<file path="src/design/rdc_pkg.sv">
package rdc_pkg;

   // Event kinds carried by an input transaction
   localparam logic [2:0] KIND_HEADER  = 3'd0;
   localparam logic [2:0] KIND_TICK    = 3'd1;
   localparam logic [2:0] KIND_OPEN    = 3'd2;
   localparam logic [2:0] KIND_SEND    = 3'd3;
   localparam logic [2:0] KIND_CONSUME = 3'd4;
   localparam logic [2:0] KIND_CLOSE   = 3'd5;

   // Packet type codes
   localparam logic [7:0] PKT_PAYLOAD = 8'd0;
   localparam logic [7:0] PKT_ACK     = 8'd1;
   localparam logic [7:0] PKT_RESEND  = 8'd2;
   localparam logic [7:0] PKT_INIT    = 8'd3;
   localparam logic [7:0] PKT_CLOSE   = 8'd4;
   localparam logic [7:0] PKT_CLOSED  = 8'd5;
   localparam logic [7:0] PKT_PING    = 8'd6;
   localparam logic [7:0] PKT_PONG    = 8'd7;
   localparam logic [7:0] PKT_RESET   = 8'd8;

   // Status event codes
   localparam logic [2:0] EV_NONE      = 3'd0;
   localparam logic [2:0] EV_DELIVERED = 3'd1;
   localparam logic [2:0] EV_BLOCK     = 3'd2;
   localparam logic [2:0] EV_EOS       = 3'd3;
   localparam logic [2:0] EV_CLOSED    = 3'd4;
   localparam logic [2:0] EV_RELEASED  = 3'd5;
   localparam logic [2:0] EV_DROPPED   = 3'd6;
   localparam logic [2:0] EV_FULL      = 3'd7;

   // Connection flag bit positions
   localparam int FLAG_INIT    = 0;
   localparam int FLAG_CLOSING = 1;
   localparam int FLAG_CLOSED  = 2;
   localparam int FLAG_PING    = 3;

   // Configuration register indexes
   localparam logic [1:0] CSR_PING_IDLE = 2'd0;
   localparam logic [1:0] CSR_DEAD_IDLE = 2'd1;

   // Reset values of the configuration registers
   localparam logic [7:0] PING_IDLE_RESET = 8'd20;
   localparam logic [7:0] DEAD_IDLE_RESET = 8'd120;

   // Most RESEND rows that one payload header can cause
   localparam logic [4:0] MAX_RESEND = 5'd31;

   typedef enum logic [1:0] {
      ST_IDLE,
      ST_EXEC,
      ST_SCAN
   } state_type;

   typedef struct packed {
      logic capture;
      logic exec;
      logic scan;
   } cmd_type;

   typedef struct packed {
      logic out_free;
      logic scan_start;
      logic scan_last;
   } status_type;

endpackage

</file>
<file path="src/design/rdc_ctrl.sv">
module rdc_ctrl (
   input  logic               clock,
   input  logic               reset,
   input  logic               req_valid,
   output logic               req_stall,
   input  rdc_pkg::status_type status,
   output rdc_pkg::cmd_type    cmd
);
   import rdc_pkg::*;

   state_type state_ff;
   state_type state_in;

   always_ff @(posedge clock) begin
      if (reset) begin
         state_ff <= ST_IDLE;
      end else begin
         state_ff <= state_in;
      end
   end

   // Next state
   always_comb begin
      state_in = state_ff;
      case (state_ff)
         ST_IDLE: begin
            if (req_valid) state_in = ST_EXEC;
         end
         ST_EXEC: begin
            if (status.out_free) state_in = status.scan_start ? ST_SCAN : ST_IDLE;
         end
         ST_SCAN: begin
            if (status.scan_last) state_in = ST_IDLE;
         end
         default: state_in = ST_IDLE;
      endcase
   end

   // Outputs
   always_comb begin
      cmd = '0;
      req_stall = 1'b1;
      case (state_ff)
         ST_IDLE: begin
            req_stall = 1'b0;
            cmd.capture = req_valid;
         end
         ST_EXEC: cmd.exec = status.out_free;
         ST_SCAN: cmd.scan = 1'b1;
         default: req_stall = 1'b1;
      endcase
   end

endmodule

</file>
<file path="src/design/rdc_dp.sv">
module rdc_dp #(
   parameter int RECV_WINDOW = 32,
   parameter int SEND_WINDOW = 32
) (
   input  logic                clock,
   input  logic                reset,
   input  rdc_pkg::cmd_type    cmd,
   output rdc_pkg::status_type status,
   input  logic [2:0]          req_kind,
   input  logic [7:0]          req_pkt_type,
   input  logic [15:0]         req_pkt_seq,
   input  logic [31:0]         req_pkt_size,
   input  logic [15:0]         req_ack_seq,
   input  logic                csr_we,
   input  logic [1:0]          csr_index,
   input  logic [7:0]          csr_data,
   output logic                rsp_valid,
   input  logic                rsp_stall,
   output logic                rsp_tx_valid,
   output logic [3:0]          rsp_tx_type,
   output logic [15:0]         rsp_tx_seq,
   output logic [15:0]         rsp_tx_word,
   output logic [2:0]          rsp_event_res,
   output logic [15:0]         rsp_deliver_seq,
   output logic                rsp_last
);
   import rdc_pkg::*;

   localparam int RIW = (RECV_WINDOW > 1) ? $clog2(RECV_WINDOW) : 1;
   localparam int SIW = (SEND_WINDOW > 1) ? $clog2(SEND_WINDOW) : 1;

   // Captured transaction
   logic [2:0]  kind_ff;
   logic [7:0]  type_ff;
   logic [15:0] seq_ff;
   logic [31:0] size_ff;
   logic [15:0] ack_ff;

   always_ff @(posedge clock) begin
      if (cmd.capture) begin
         kind_ff <= req_kind;
         type_ff <= req_pkt_type;
         seq_ff  <= req_pkt_seq;
         size_ff <= req_pkt_size;
         ack_ff  <= req_ack_seq;
      end
   end

   // Configuration registers
   logic [7:0] ping_idle_ff;
   logic [7:0] dead_idle_ff;

   always_ff @(posedge clock) begin
      if (reset) begin
         ping_idle_ff <= PING_IDLE_RESET;
         dead_idle_ff <= DEAD_IDLE_RESET;
      end else if (csr_we) begin
         if (csr_index == CSR_PING_IDLE) ping_idle_ff <= csr_data;
         if (csr_index == CSR_DEAD_IDLE) dead_idle_ff <= csr_data;
      end
   end

   // Connection state
   logic [3:0]             flags_ff, flags_in;
   logic [15:0]            nin_ff, nin_in;
   logic [15:0]            nout_ff, nout_in;
   logic [RECV_WINDOW-1:0] rmarks_ff, rmarks_in;
   logic [SEND_WINDOW-1:0] omarks_ff, omarks_in;
   logic [7:0]             idle_ff, idle_in;

   // Missing-sequence scan
   logic [RIW-1:0] idx_ff, idx_in;
   logic [RIW-1:0] end_ff, end_in;
   logic [4:0]     cnt_ff, cnt_in;

   // Result register
   logic        rv_ff, rv_in;
   logic        rtx_ff, rtx_in;
   logic [3:0]  rtype_ff, rtype_in;
   logic [15:0] rseq_ff, rseq_in;
   logic [15:0] rword_ff, rword_in;
   logic [2:0]  rev_ff, rev_in;
   logic [15:0] rdseq_ff, rdseq_in;
   logic        rlast_ff, rlast_in;

   logic        out_free;
   logic [15:0] ahead, back, off;
   logic [RIW:0] nxt_lo;
   logic        zero_first, zero_rest;
   logic        do_clear;
   logic [3:0]  clr_flags;
   logic [7:0]  idle_inc;
   logic        row_tx;
   logic [3:0]  row_type;
   logic [15:0] row_seq, row_word, row_dseq;
   logic [2:0]  row_ev;
   logic        row_last, row_load;

   assign out_free = !rv_ff || !rsp_stall;
   assign ahead    = seq_ff - nin_ff;
   assign back     = nin_ff - seq_ff;
   assign off      = nout_ff - 16'd1 - ack_ff;
   assign nxt_lo   = {1'b0, idx_ff} + 1'b1;
   assign idle_inc = (idle_ff == 8'hFF) ? idle_ff : idle_ff + 8'd1;

   // Unreceived marks below the new payload, and beyond the current scan position
   always_comb begin
      zero_first = 1'b0;
      zero_rest  = 1'b0;
      for (int j = 0; j < RECV_WINDOW; j++) begin
         if ((16'(j) < ahead) && !rmarks_ff[j]) zero_first = 1'b1;
         if (((RIW+1)'(j) >= nxt_lo) && (RIW'(j) < end_ff) && !rmarks_ff[j]) zero_rest = 1'b1;
      end
   end

   // Apply one transaction, or advance the scan
   always_comb begin
      flags_in  = flags_ff;
      nin_in    = nin_ff;
      nout_in   = nout_ff;
      rmarks_in = rmarks_ff;
      omarks_in = omarks_ff;
      idle_in   = idle_ff;
      idx_in    = idx_ff;
      end_in    = end_ff;
      cnt_in    = cnt_ff;
      do_clear  = 1'b0;
      clr_flags = 4'd0;
      row_tx    = 1'b0;
      row_type  = 4'd0;
      row_seq   = 16'd0;
      row_word  = 16'd0;
      row_ev    = EV_NONE;
      row_dseq  = 16'd0;
      row_last  = 1'b1;
      row_load  = 1'b0;
      status.out_free   = out_free;
      status.scan_start = 1'b0;
      status.scan_last  = 1'b0;

      if (cmd.exec) begin
         case (kind_ff)
            KIND_HEADER: begin
               idle_in = 8'd0;
               if (!flags_ff[FLAG_INIT] && type_ff != PKT_INIT) begin
                  row_tx = 1'b1;
                  row_type = PKT_RESET[3:0];
                  do_clear = 1'b1;
                  row_ev = EV_RELEASED;
               end else if (flags_ff[FLAG_CLOSING] && type_ff != PKT_CLOSED) begin
                  row_ev = EV_DROPPED;
               end else begin
                  case (type_ff)
                     PKT_ACK: begin
                        if (size_ff == 32'd2 && off < 16'(SEND_WINDOW))
                           omarks_in[off[SIW-1:0]] = 1'b0;
                     end
                     PKT_RESEND: row_ev = EV_NONE;
                     PKT_PAYLOAD: begin
                        if (ahead < 16'(RECV_WINDOW)) begin
                           row_tx = 1'b1;
                           row_type = PKT_ACK[3:0];
                           row_word = seq_ff;
                           rmarks_in[ahead[RIW-1:0]] = 1'b1;
                           idx_in = '0;
                           end_in = ahead[RIW-1:0];
                           cnt_in = 5'd0;
                           status.scan_start = zero_first;
                           row_last = !zero_first;
                        end else begin
                           if (back >= 16'd1 && back <= 16'(RECV_WINDOW)) begin
                              row_tx = 1'b1;
                              row_type = PKT_ACK[3:0];
                              row_word = seq_ff;
                           end
                           row_ev = EV_DROPPED;
                        end
                     end
                     PKT_INIT: begin
                        if (seq_ff != 16'd0 || size_ff != 32'd0) begin
                           row_tx = 1'b1;
                           row_type = PKT_RESET[3:0];
                           if (flags_ff[FLAG_INIT]) begin
                              flags_in[FLAG_CLOSED] = 1'b1;
                              row_ev = EV_CLOSED;
                           end else begin
                              do_clear = 1'b1;
                              row_ev = EV_RELEASED;
                           end
                        end else begin
                           flags_in[FLAG_INIT] = 1'b1;
                        end
                     end
                     PKT_CLOSE: begin
                        flags_in[FLAG_CLOSED] = 1'b1;
                        row_tx = 1'b1;
                        row_type = PKT_CLOSED[3:0];
                        row_ev = EV_CLOSED;
                     end
                     PKT_CLOSED: begin
                        if (flags_ff[FLAG_CLOSING]) begin
                           do_clear = 1'b1;
                           row_ev = EV_RELEASED;
                        end
                     end
                     PKT_PING: begin
                        row_tx = 1'b1;
                        row_type = PKT_PONG[3:0];
                        flags_in[FLAG_PING] = 1'b0;
                     end
                     PKT_PONG: flags_in[FLAG_PING] = 1'b0;
                     PKT_RESET: begin
                        flags_in[FLAG_CLOSED] = 1'b1;
                        row_ev = EV_CLOSED;
                     end
                     default: row_ev = EV_DROPPED;
                  endcase
               end
            end
            KIND_TICK: begin
               if (flags_ff != 4'd0) begin
                  idle_in = idle_inc;
                  if (!flags_ff[FLAG_CLOSED] && !rmarks_ff[0]) begin
                     if (idle_inc > ping_idle_ff && !flags_ff[FLAG_PING]) begin
                        flags_in[FLAG_PING] = 1'b1;
                        row_tx = 1'b1;
                        row_type = PKT_PING[3:0];
                     end else if (idle_inc > dead_idle_ff) begin
                        if (flags_ff[FLAG_CLOSING]) begin
                           do_clear = 1'b1;
                           row_ev = EV_RELEASED;
                        end else begin
                           flags_in[FLAG_CLOSED] = 1'b1;
                           row_ev = EV_CLOSED;
                        end
                     end
                  end
               end
            end
            KIND_OPEN: begin
               do_clear = 1'b1;
               clr_flags[FLAG_INIT] = 1'b1;
               row_tx = 1'b1;
               row_type = PKT_INIT[3:0];
            end
            KIND_SEND: begin
               if (flags_ff == 4'd0 || flags_ff[FLAG_CLOSED] || flags_ff[FLAG_CLOSING]) begin
                  row_ev = EV_EOS;
               end else if (omarks_ff[SEND_WINDOW-1]) begin
                  row_ev = EV_FULL;
               end else begin
                  row_tx = 1'b1;
                  row_type = PKT_PAYLOAD[3:0];
                  row_seq = nout_ff;
                  omarks_in = {omarks_ff[SEND_WINDOW-2:0], 1'b1};
                  nout_in = nout_ff + 16'd1;
               end
            end
            KIND_CONSUME: begin
               if (flags_ff == 4'd0 || flags_ff[FLAG_CLOSED] || flags_ff[FLAG_CLOSING]) begin
                  row_ev = EV_EOS;
               end else if (rmarks_ff[0]) begin
                  row_ev = EV_DELIVERED;
                  row_dseq = nin_ff;
                  rmarks_in = {1'b0, rmarks_ff[RECV_WINDOW-1:1]};
                  nin_in = nin_ff + 16'd1;
               end else begin
                  row_ev = EV_BLOCK;
               end
            end
            KIND_CLOSE: begin
               if (flags_ff != 4'd0) begin
                  if (flags_ff[FLAG_CLOSED]) begin
                     do_clear = 1'b1;
                     row_ev = EV_RELEASED;
                  end else begin
                     flags_in[FLAG_CLOSING] = 1'b1;
                     row_tx = 1'b1;
                     row_type = PKT_CLOSE[3:0];
                  end
               end
            end
            default: row_ev = EV_NONE;
         endcase
         row_load = row_tx || (row_ev != EV_NONE);
      end else if (cmd.scan) begin
         // One window position per cycle; a gap waits for the result register
         if (rmarks_ff[idx_ff]) begin
            idx_in = idx_ff + 1'b1;
         end else if (out_free) begin
            row_tx   = 1'b1;
            row_type = PKT_RESEND[3:0];
            row_word = nin_ff + 16'(idx_ff);
            row_last = (cnt_ff == MAX_RESEND - 5'd1) || !zero_rest;
            row_load = 1'b1;
            idx_in   = idx_ff + 1'b1;
            cnt_in   = cnt_ff + 5'd1;
            status.scan_last = row_last;
         end
      end

      // Releasing or opening the connection clears its state; opening leaves only FLAG_INIT set
      if (do_clear) begin
         flags_in  = clr_flags;
         nin_in    = 16'd0;
         nout_in   = 16'd0;
         rmarks_in = '0;
         omarks_in = '0;
         idle_in   = 8'd0;
      end
   end

   // Result register: loaded by a new row, emptied when the receiver takes the row
   always_comb begin
      rv_in    = rv_ff && rsp_stall;
      rtx_in   = rtx_ff;
      rtype_in = rtype_ff;
      rseq_in  = rseq_ff;
      rword_in = rword_ff;
      rev_in   = rev_ff;
      rdseq_in = rdseq_ff;
      rlast_in = rlast_ff;
      if (row_load) begin
         rv_in    = 1'b1;
         rtx_in   = row_tx;
         rtype_in = row_type;
         rseq_in  = row_seq;
         rword_in = row_word;
         rev_in   = row_ev;
         rdseq_in = row_dseq;
         rlast_in = row_last;
      end
   end

   always_ff @(posedge clock) begin
      if (reset) begin
         rv_ff     <= 1'b0;
         flags_ff  <= 4'd0;
         nin_ff    <= 16'd0;
         nout_ff   <= 16'd0;
         rmarks_ff <= '0;
         omarks_ff <= '0;
         idle_ff   <= 8'd0;
         idx_ff    <= '0;
         end_ff    <= '0;
         cnt_ff    <= 5'd0;
      end else begin
         rv_ff     <= rv_in;
         flags_ff  <= flags_in;
         nin_ff    <= nin_in;
         nout_ff   <= nout_in;
         rmarks_ff <= rmarks_in;
         omarks_ff <= omarks_in;
         idle_ff   <= idle_in;
         idx_ff    <= idx_in;
         end_ff    <= end_in;
         cnt_ff    <= cnt_in;
      end
   end

   always_ff @(posedge clock) begin
      rtx_ff   <= rtx_in;
      rtype_ff <= rtype_in;
      rseq_ff  <= rseq_in;
      rword_ff <= rword_in;
      rev_ff   <= rev_in;
      rdseq_ff <= rdseq_in;
      rlast_ff <= rlast_in;
   end

   assign rsp_valid       = rv_ff;
   assign rsp_tx_valid    = rtx_ff;
   assign rsp_tx_type     = rtype_ff;
   assign rsp_tx_seq      = rseq_ff;
   assign rsp_tx_word     = rword_ff;
   assign rsp_event_res   = rev_ff;
   assign rsp_deliver_seq = rdseq_ff;
   assign rsp_last        = rlast_ff;

endmodule

</file>
<file path="src/design/reliable_datagram_connection_ctrl.sv">
// Flow: a transaction is accepted while idle and executed once the result register is free, and its
// result row is registered; a new transaction is taken only after the last one's rows are loaded.
// A payload that opens a gap adds a missing-sequence scan that walks the receive-window
// positions below it (up to RECV_WINDOW-1).
// Reset: synchronous, active high; clears the connection and loads ping/dead limits 20/120.
module reliable_datagram_connection_ctrl #(
   parameter int RECV_WINDOW = 32,
   parameter int SEND_WINDOW = 32
) (
   input  logic        clock,
   input  logic        reset,
   input  logic        req_valid,
   output logic        req_stall,
   input  logic [2:0]  req_kind,
   input  logic [7:0]  req_pkt_type,
   input  logic [15:0] req_pkt_seq,
   input  logic [31:0] req_pkt_size,
   input  logic [15:0] req_ack_seq,
   output logic        rsp_valid,
   input  logic        rsp_stall,
   output logic        rsp_tx_valid,
   output logic [3:0]  rsp_tx_type,
   output logic [15:0] rsp_tx_seq,
   output logic [15:0] rsp_tx_word,
   output logic [2:0]  rsp_event_res,
   output logic [15:0] rsp_deliver_seq,
   output logic        rsp_last,
   input  logic        csr_we,
   input  logic [1:0]  csr_index,
   input  logic [7:0]  csr_data
);
   import rdc_pkg::*;

   cmd_type    cmd;
   status_type status;

   rdc_ctrl u_ctrl (
      .clock     (clock),
      .reset     (reset),
      .req_valid (req_valid),
      .req_stall (req_stall),
      .status    (status),
      .cmd       (cmd)
   );

   rdc_dp #(
      .RECV_WINDOW (RECV_WINDOW),
      .SEND_WINDOW (SEND_WINDOW)
   ) u_dp (
      .clock           (clock),
      .reset           (reset),
      .cmd             (cmd),
      .status          (status),
      .req_kind        (req_kind),
      .req_pkt_type    (req_pkt_type),
      .req_pkt_seq     (req_pkt_seq),
      .req_pkt_size    (req_pkt_size),
      .req_ack_seq     (req_ack_seq),
      .csr_we          (csr_we),
      .csr_index       (csr_index),
      .csr_data        (csr_data),
      .rsp_valid       (rsp_valid),
      .rsp_stall       (rsp_stall),
      .rsp_tx_valid    (rsp_tx_valid),
      .rsp_tx_type     (rsp_tx_type),
      .rsp_tx_seq      (rsp_tx_seq),
      .rsp_tx_word     (rsp_tx_word),
      .rsp_event_res   (rsp_event_res),
      .rsp_deliver_seq (rsp_deliver_seq),
      .rsp_last        (rsp_last)
   );

endmodule

</file>
<file path="config.mk">
export PLATFORM = sky130hd
export DESIGN_NAME = reliable_datagram_connection_ctrl
export DESIGN_NICKNAME = d
export VERILOG_FILES = /design/src/design/rdc_pkg.sv /design/src/design/rdc_ctrl.sv /design/src/design/rdc_dp.sv /design/src/design/reliable_datagram_connection_ctrl.sv
export SDC_FILE = /design/constraint.sdc
export NUM_CORES = 1
export LEC_CHECK = 0
export ABC_AREA = 1
export BUFFER_PORTS_ARGS = -buffer_cell sky130_fd_sc_hd__buf_2
export CELL_PAD_IN_SITES_DETAIL_PLACEMENT = 0
export CELL_PAD_IN_SITES_GLOBAL_PLACEMENT = 1
export CORE_ASPECT_RATIO = 0.6
export CORE_MARGIN = 2
export CORE_UTILIZATION = 30
export DETAILED_ROUTE_END_ITERATION = 6
export GPL_TIMING_DRIVEN = 0
export HOLD_SLACK_MARGIN = 0.05
export PLACE_DENSITY = 0.59
export SETUP_SLACK_MARGIN = 0.4
export SYNTH_ARGS = -nofsm -noshare
export SYNTH_HDL_FRONTEND = slang
export SYNTH_SLANG_ARGS = --single-unit
</file>
<file path="constraint.sdc">
create_clock -name clock -period 11.3 [get_ports clock]
set_clock_uncertainty 0.2 [all_clocks]
set_input_delay 1.695 -clock clock [delete_from_list [all_inputs] [get_ports clock]]
set_output_delay 1.695 -clock clock [all_outputs]
set_load 0.02 [all_outputs]
</file>
==> impl_metrics.toml, run 1 <==
[status]
outcome = "finished clean"

[logic_synthesis]
synth_nets = 2578
yosysTopAreaCell = "edfxtp_1"
yosysSeqAreaShare_pct = 39.1
ys_warn_count = 0
netlist_instances = 2409
yosys-top-cells-count = "552 x nand2_1, 347 x inv_1, 283 x nor2_1, 157 x a21oi_1"
synthFlopType = "dfxtp_1"
yosysUniqueCellTypes = 60
syn_area_per_cell_um2 = 7.23
async_flop_share_pct = 0
yosys-top-cells-area = "edfxtp_1 23%, dfxtp_1 16%, nand2_1 12%, inv_1 7.5%, nor2_1 6.1%"
synth-edff-count = 132
ys_ff_latch = 274
synthesis.area_mm2 = 0.0174
yosys.area.top_type_share_pct = 22.7
yosysMostFrequentCell = "nand2_1"

[clocking]
holdBufCountCts = 0
insertion_delay_ns = 0.62
root_buffer = "clkbuf_16"
cts_tree = "done"
numCtsBuffers = 30
cts_htree_levels = 1
postCtsSetupBuffers = 0
clock-sinks = 274
cts_resized = 0
clockBufferDepth = 3
clk_pin_slew_ns = 0.06

[route]
drt-pass1-iter-count = 6
detail-route-antenna-nets = 0
wirelength_um = 67000
drtIter0Drc = 1728
wire_per_inst_um = 19.8
via_count = 17200
vias_per_cell = 5.08
drc = 0

[pwr]
powerDensity_mw_per_mm2 = 117
p_int_uw = 1710
peakVddDrop_v = 0.000139
p_seq_share_pct = 46.5
clkPwrFrac_pct = 41.9
power_leakage_uw = 0.00878
sw_frac_of_total_pct = 27.9
p_switching_uw = 661
power.combinational.fraction_pct = 11.7

[timing]
slew_headroom_pct = 25.9
setup_viol = 0
worstMarginPinSlew_ns = 1.10
grt_setup_unrepaired = "no"
fin_setup_tns_ns = 0
drv_slew = 0
timing.final.crit_share_pct = 44.8
min_period_ns = 5.06
timing_hold_violations_final = 0
clock.fmax_mhz = 198

[global_routing]
grt_pass1_wl_um = 100000
antenna_found_initial = 2
grt.overflow.total = 0
track_usage_pct = 22.0
grt_max_degree = 65
grt_pass1_vias = 15900

[setup_path]
worstPathArrival_ns = 5.29
startpoint_type = "flip-flop"
worstPathMaxFanout = 10
end_kind = "flip-flop"
worstSetupPathType = "reg -> reg"
rr_worst_depth = 20
reg2reg_slack_ns = 6.24
reg2reg_from = "u_dp.idle_ff[0]"
critPathRequiredTime_ns = 11.53
timing.rr.end = "u_dp.nin_ff[6]"

[die]
die_area_mm2 = 0.0601
die_x_um = 315
rows = 68
die_h_um = 191
ios = 149
initial_core_util_pct = 30.3
core_mm2 = 0.0574

[place]
portBuffers = 148
gp_congestion = 0.890
post-place-cells = 3329
dpl.hpwl_um = 53800
place_area_mm2 = 0.0192

[layout]
area_growth_syn_to_layout_pct = 15.7
nets = 2760
diodes = 0
final_cells = 3385
drive_gt1_share_pct = 11.5
fin_area_mm2 = 0.0202

[min_path]
holdCritPathClass = "reg -> reg"
min_path_cells = 2
whs_endpoint = "u_dp.ping_idle_ff[3]"
worstHoldStart = "u_dp.ping_idle_ff[3]"

[job]
cap_violations = 0
-- registers in the layout, summed over array words and instances (netlist names), 4 cells and up --
name	flops
u_dp.omarks_ff	32
u_dp.idx_ff	5
u_dp.ping_idle_ff	8
u_dp.rsp_tx_type	4
u_dp.cnt_ff	5
u_dp.idle_ff	8
u_dp.rsp_tx_seq	16
u_dp.rmarks_ff	32
u_dp.rsp_tx_word	16
u_dp.ack_ff	16
u_dp.seq_ff	16
u_dp.nout_ff	16
u_dp.dead_idle_ff	8
u_dp.flags_ff	4
u_dp.size_ff	32
u_dp.rsp_deliver_seq	16
u_dp.nin_ff	16
u_dp.end_ff	5
u_dp.type_ff	8
-- area by class of cell --
type                            count  area (µm²)
Clock inverter                     17         166
Fill cell                        6178       37300
Buffer                             70         342
Sequential cell                   274        6810
Multi-Input combinational cell   1704        8940
Timing Repair Buffer              150         788
Inverter                          361        1360
Clock buffer                       39         805
Tap cell                          770         963
-- power by group through the flow --
stage / Sequential (µW) / Clock (µW) / Combinational (µW)
6_report: 1100 / 991 / 277
5_1_grt: 1100 / 1060 / 306
4_1_cts: 1100 / 1020 / 275
3_5_place_dp: 1120 / 0 / 274
3_3_place_gp: 1130 / 0 / 268
2_1_floorplan: 1130 / 0 / 156
-- layer usage --
layer / vias up / global-route usage (%) / share of wire (%)
met5: - / 0 / 0
met4: 0 / 3.30 / 1.3
met3: 58 / 6.12 / 9.5
met2: 628 / 27.3 / 36
met1: 8082 / 36.4 / 54
li1: 8421 / - / -
-- worst max-delay path: stages, from the launching register on --
cell	delay, ns
dfxtp_1	0.40
ha_1	0.22
nand2_1	0.10
nor3_1	0.30
nand3_1	0.33
mux2_2	0.41
ha_1	0.30
inv_1	0.04
nor2_1	0.07
o21bai_1	0.07
a21oi_1	0.20
nor4_1	0.11
nor3_1	0.23
nand2_1	0.16
o21bai_1	0.15
nand2_1	0.07
nand4_1	0.08
nand2_1	0.10
nand2_1	0.49
clkbuf_1	0.73
nor3b_1	0.10
-- per-stage QoR --
stage	hold slack [ns]	power [µW]	util, %	setup WS (ns)
global route	0.298	2470	35.1	5.84
floorplan	0.235	1290	-	6.35
finish	0.266	2370	35.1	6.24
global placement	0.248	1390	33.3	4.19
CTS	0.266	2400	35.1	6.21
detailed placement	0.254	1400	33.4	6.26
-- logic make-up after synthesis --
logic type	share of synthesized area (%)
simple gates	28.1
xor+xnor	1.51
fa+ha+maj	5.84
buf+inv	9.74
compound gates	15.7
flops	39.1
mux	0.0646
-- placed cells by master (no fill, tap or decap), types with 46 or more instances in the layout --
cell | netlist | final
nand3_1 | 112 | 111
nand2_1 | 552 | 552
buf_2 | 18 | 166
a21oi_1 | 157 | 157
clkbuf_1 | 39 | 46
ha_1 | 75 | 75
nor2_1 | 283 | 283
dfxtp_1 | 142 | 142
nand4_1 | 53 | 53
inv_1 | 347 | 346
edfxtp_1 | 132 | 132
o21ai_0 | 142 | 142
-- how the worst max path moves through the flow --
stage | startpoint | endpoint | slack [ns] | depth (start not counted)
after floorplan | u_dp.idle_ff[0] | u_dp.rsp_deliver_seq[0] | 6.35 | 18
after global placement | u_dp.idle_ff[0] | u_dp.rsp_tx_seq[6] | 4.19 | 18
after detailed placement | u_dp.idle_ff[0] | u_dp.nin_ff[4] | 6.26 | 20
after CTS | u_dp.idle_ff[0] | u_dp.omarks_ff[20] | 6.21 | 22
after global routing | u_dp.idle_ff[0] | u_dp.omarks_ff[11] | 5.84 | 22
final | u_dp.idle_ff[0] | u_dp.nin_ff[6] | 6.24 | 20
Note: power is estimated with default switching activity, not from simulation.
==> run 2: changes to the inputs <==
- clock period: 11.3 -> 4.85 ns (I/O delays scaled with it)
==> impl_metrics.toml, run 2 (same netlist as run 1, synthesis figures left out) <==
[status]
outcome = "finished clean"

[timing]
clock.fmax_mhz = 236
worstMarginPinSlew_ns = 1.01
slew_headroom_pct = 32.3
timing_hold_violations_final = 0
min_period_ns = 4.24
timing.final.crit_share_pct = 87.4
drv_slew = 0
grt_setup_unrepaired = "yes"
setup_viol = 0
fin_setup_tns_ns = 0

[die]
core_mm2 = 0.0574
die_x_um = 315
rows = 68
ios = 149
initial_core_util_pct = 30.3
die_h_um = 191
die_area_mm2 = 0.0601

[clocking]
root_buffer = "clkbuf_16"
clockBufferDepth = 3
insertion_delay_ns = 0.61
cts_tree = "done"
clk_pin_slew_ns = 0.06
clock-sinks = 274
numCtsBuffers = 30
cts_htree_levels = 1

[setup_path]
critPathRequiredTime_ns = 5.12
startpoint_type = "flip-flop"
critPathMaxStageDelay_ns = 0.39
worstPathMaxFanout = 10
cp_cell_sequence = "ha_1 -> nand2_1 -> nor3_4 -> nand3_2 -> mux2_2 -> ha_1 -> inv_1 -> nor2_1 -> o21bai_1 -> a21oi_1 -> nor4_2 -> nor3_1 -> nand2_1 -> o21bai_1 -> nand2_1 -> nand4_1 -> nand2_1 -> nand2_4 -> inv_2 -> clkbuf_4 -> o21ai_0 -> nor2_1"
worst_path_most_repeated_cell = "nand2_1"
rr_worst_depth = 22
worstSetupPathType = "reg -> reg"
end_kind = "flip-flop"
crit_slowest_cell = "dfxtp_1"
worstPathArrival_ns = 4.51

[place]
gp_congestion = 0.925
post-place-cells = 3329
place_area_mm2 = 0.0192
portBuffers = 148
dpl.hpwl_um = 52900

[layout]
nets = 2788
diodes = 0
drive_gt1_share_pct = 12.9
final_common_cell = "nand2_1"
fin_area_mm2 = 0.0206
area_growth_syn_to_layout_pct = 18.0
mostFrequentLayoutCells = "548 x nand2_1, 344 x inv_1, 279 x nor2_1"
final_cells = 3413
top_regs = "u_dp.omarks_ff (32), u_dp.rmarks_ff (32), u_dp.size_ff (32)"
utilization_pct = 35.8

[min_path]
holdCritPathClass = "in -> reg"
min_path_cells = 1

[route]
vias_per_cell = 5.15
drc = 0
wirelength_um = 67200
wire_per_inst_um = 19.7
detail-route-antenna-nets = 0
drt-pass1-iter-count = 6
drtIter0Drc = 1819
via_count = 17600

[pwr]
peakVddDrop_v = 0.000284
powerDensity_mw_per_mm2 = 272
power_leakage_uw = 0.00897
finalPower_uw = 5590

[global_routing]
grt_pass1_vias = 16200
antenna_found_initial = 1
track_usage_pct = 21.9
grt_pass1_wl_um = 100000
grt_max_degree = 63
grt.overflow.total = 0

[job]
cap_violations = 0
## run 2: changes by cell type in the layout (fill, tap and decap cells not counted), moves of 3 or more
| cell | delta |
|---|---|
| clkbuf_1 | -13 |
| clkbuf_4 | +4 |
| nand3_1 | -3 |
| clkinv_1 | +4 |
| nand2_1 | -4 |
| buf_4 | +9 |
| dfxtp_2 | +5 |
| clkbuf_2 | +6 |
| dfxtp_1 | -5 |
| nand3_2 | +3 |
| buf_2 | -3 |
| dlygate4sd3_1 | +18 |
| nor2_1 | -4 |
## run 2: power by group
group	internal [µW]	switching, µW	leakage (µW)
Combinational	194	482	0.00605
Clock	1310	1040	0.000482
Sequential	2520	45.7	0.00244
Total	4020	1570	0.00897
## run 2: critical path, delay by kind of cell, from the launching register on
family                     cells  cell delay [ns]
muxes                          1             0.36
buffers and inverters          3             0.41
AOI/OAI and AO/OA              4             0.49
adders and majority gates      2             0.53
and+or+nand+nor               12             1.66
DFF                            1             0.39
## run 2: what timing repair did
action                                  CTS  global route
setup buffers                             2             7
pin swaps                                 2             3
gates cloned                              1             0
hold buffers                             18             0
endpoints found under the hold margin    18             0
gates resized for setup                  19            23
endpoints found under the setup margin  162           161
## run 2: per-stage QoR
step	hold slack [ns]	worst slack, ns
final	0.0944	0.609
after global routing	0.0575	0.378
after CTS	0.0501	0.419
after detailed placement	0.256	-0.131
after global placement	0.252	-0.915
after floorplan	0.235	0.620
## run 2: area by class of cell
cell class	instances	area [µm²]
clock inverter	24	221
clock buffer	32	768
sequential	274	6810
fill	6119	36900
buffer	70	360
tap	770	963
multi-input combinational	1705	9030
inverter	361	1370
timing repair buffer	177	1040
## run 2: final timing paths
kind / slack, ns / start / end
max: 0.61 / u_dp.idle_ff[0] / u_dp.rmarks_ff[24]
min: 0.09 / req_ack_seq[10] / u_dp.ack_ff[10]
max reg2reg: 0.61 / u_dp.idle_ff[0] / u_dp.rmarks_ff[24]
min reg2reg: 0.26 / u_dp.dead_idle_ff[1] / u_dp.dead_idle_ff[1]
## run 2: routing by layer
metal	GRT usage (%)	up-vias	share of wire, %
met2	28.2	692	36
li1	-	8474	-
met3	5.20	53	9.4
met1	36.1	8375	53
met5	0	-	0
met4	2.97	0	1.2
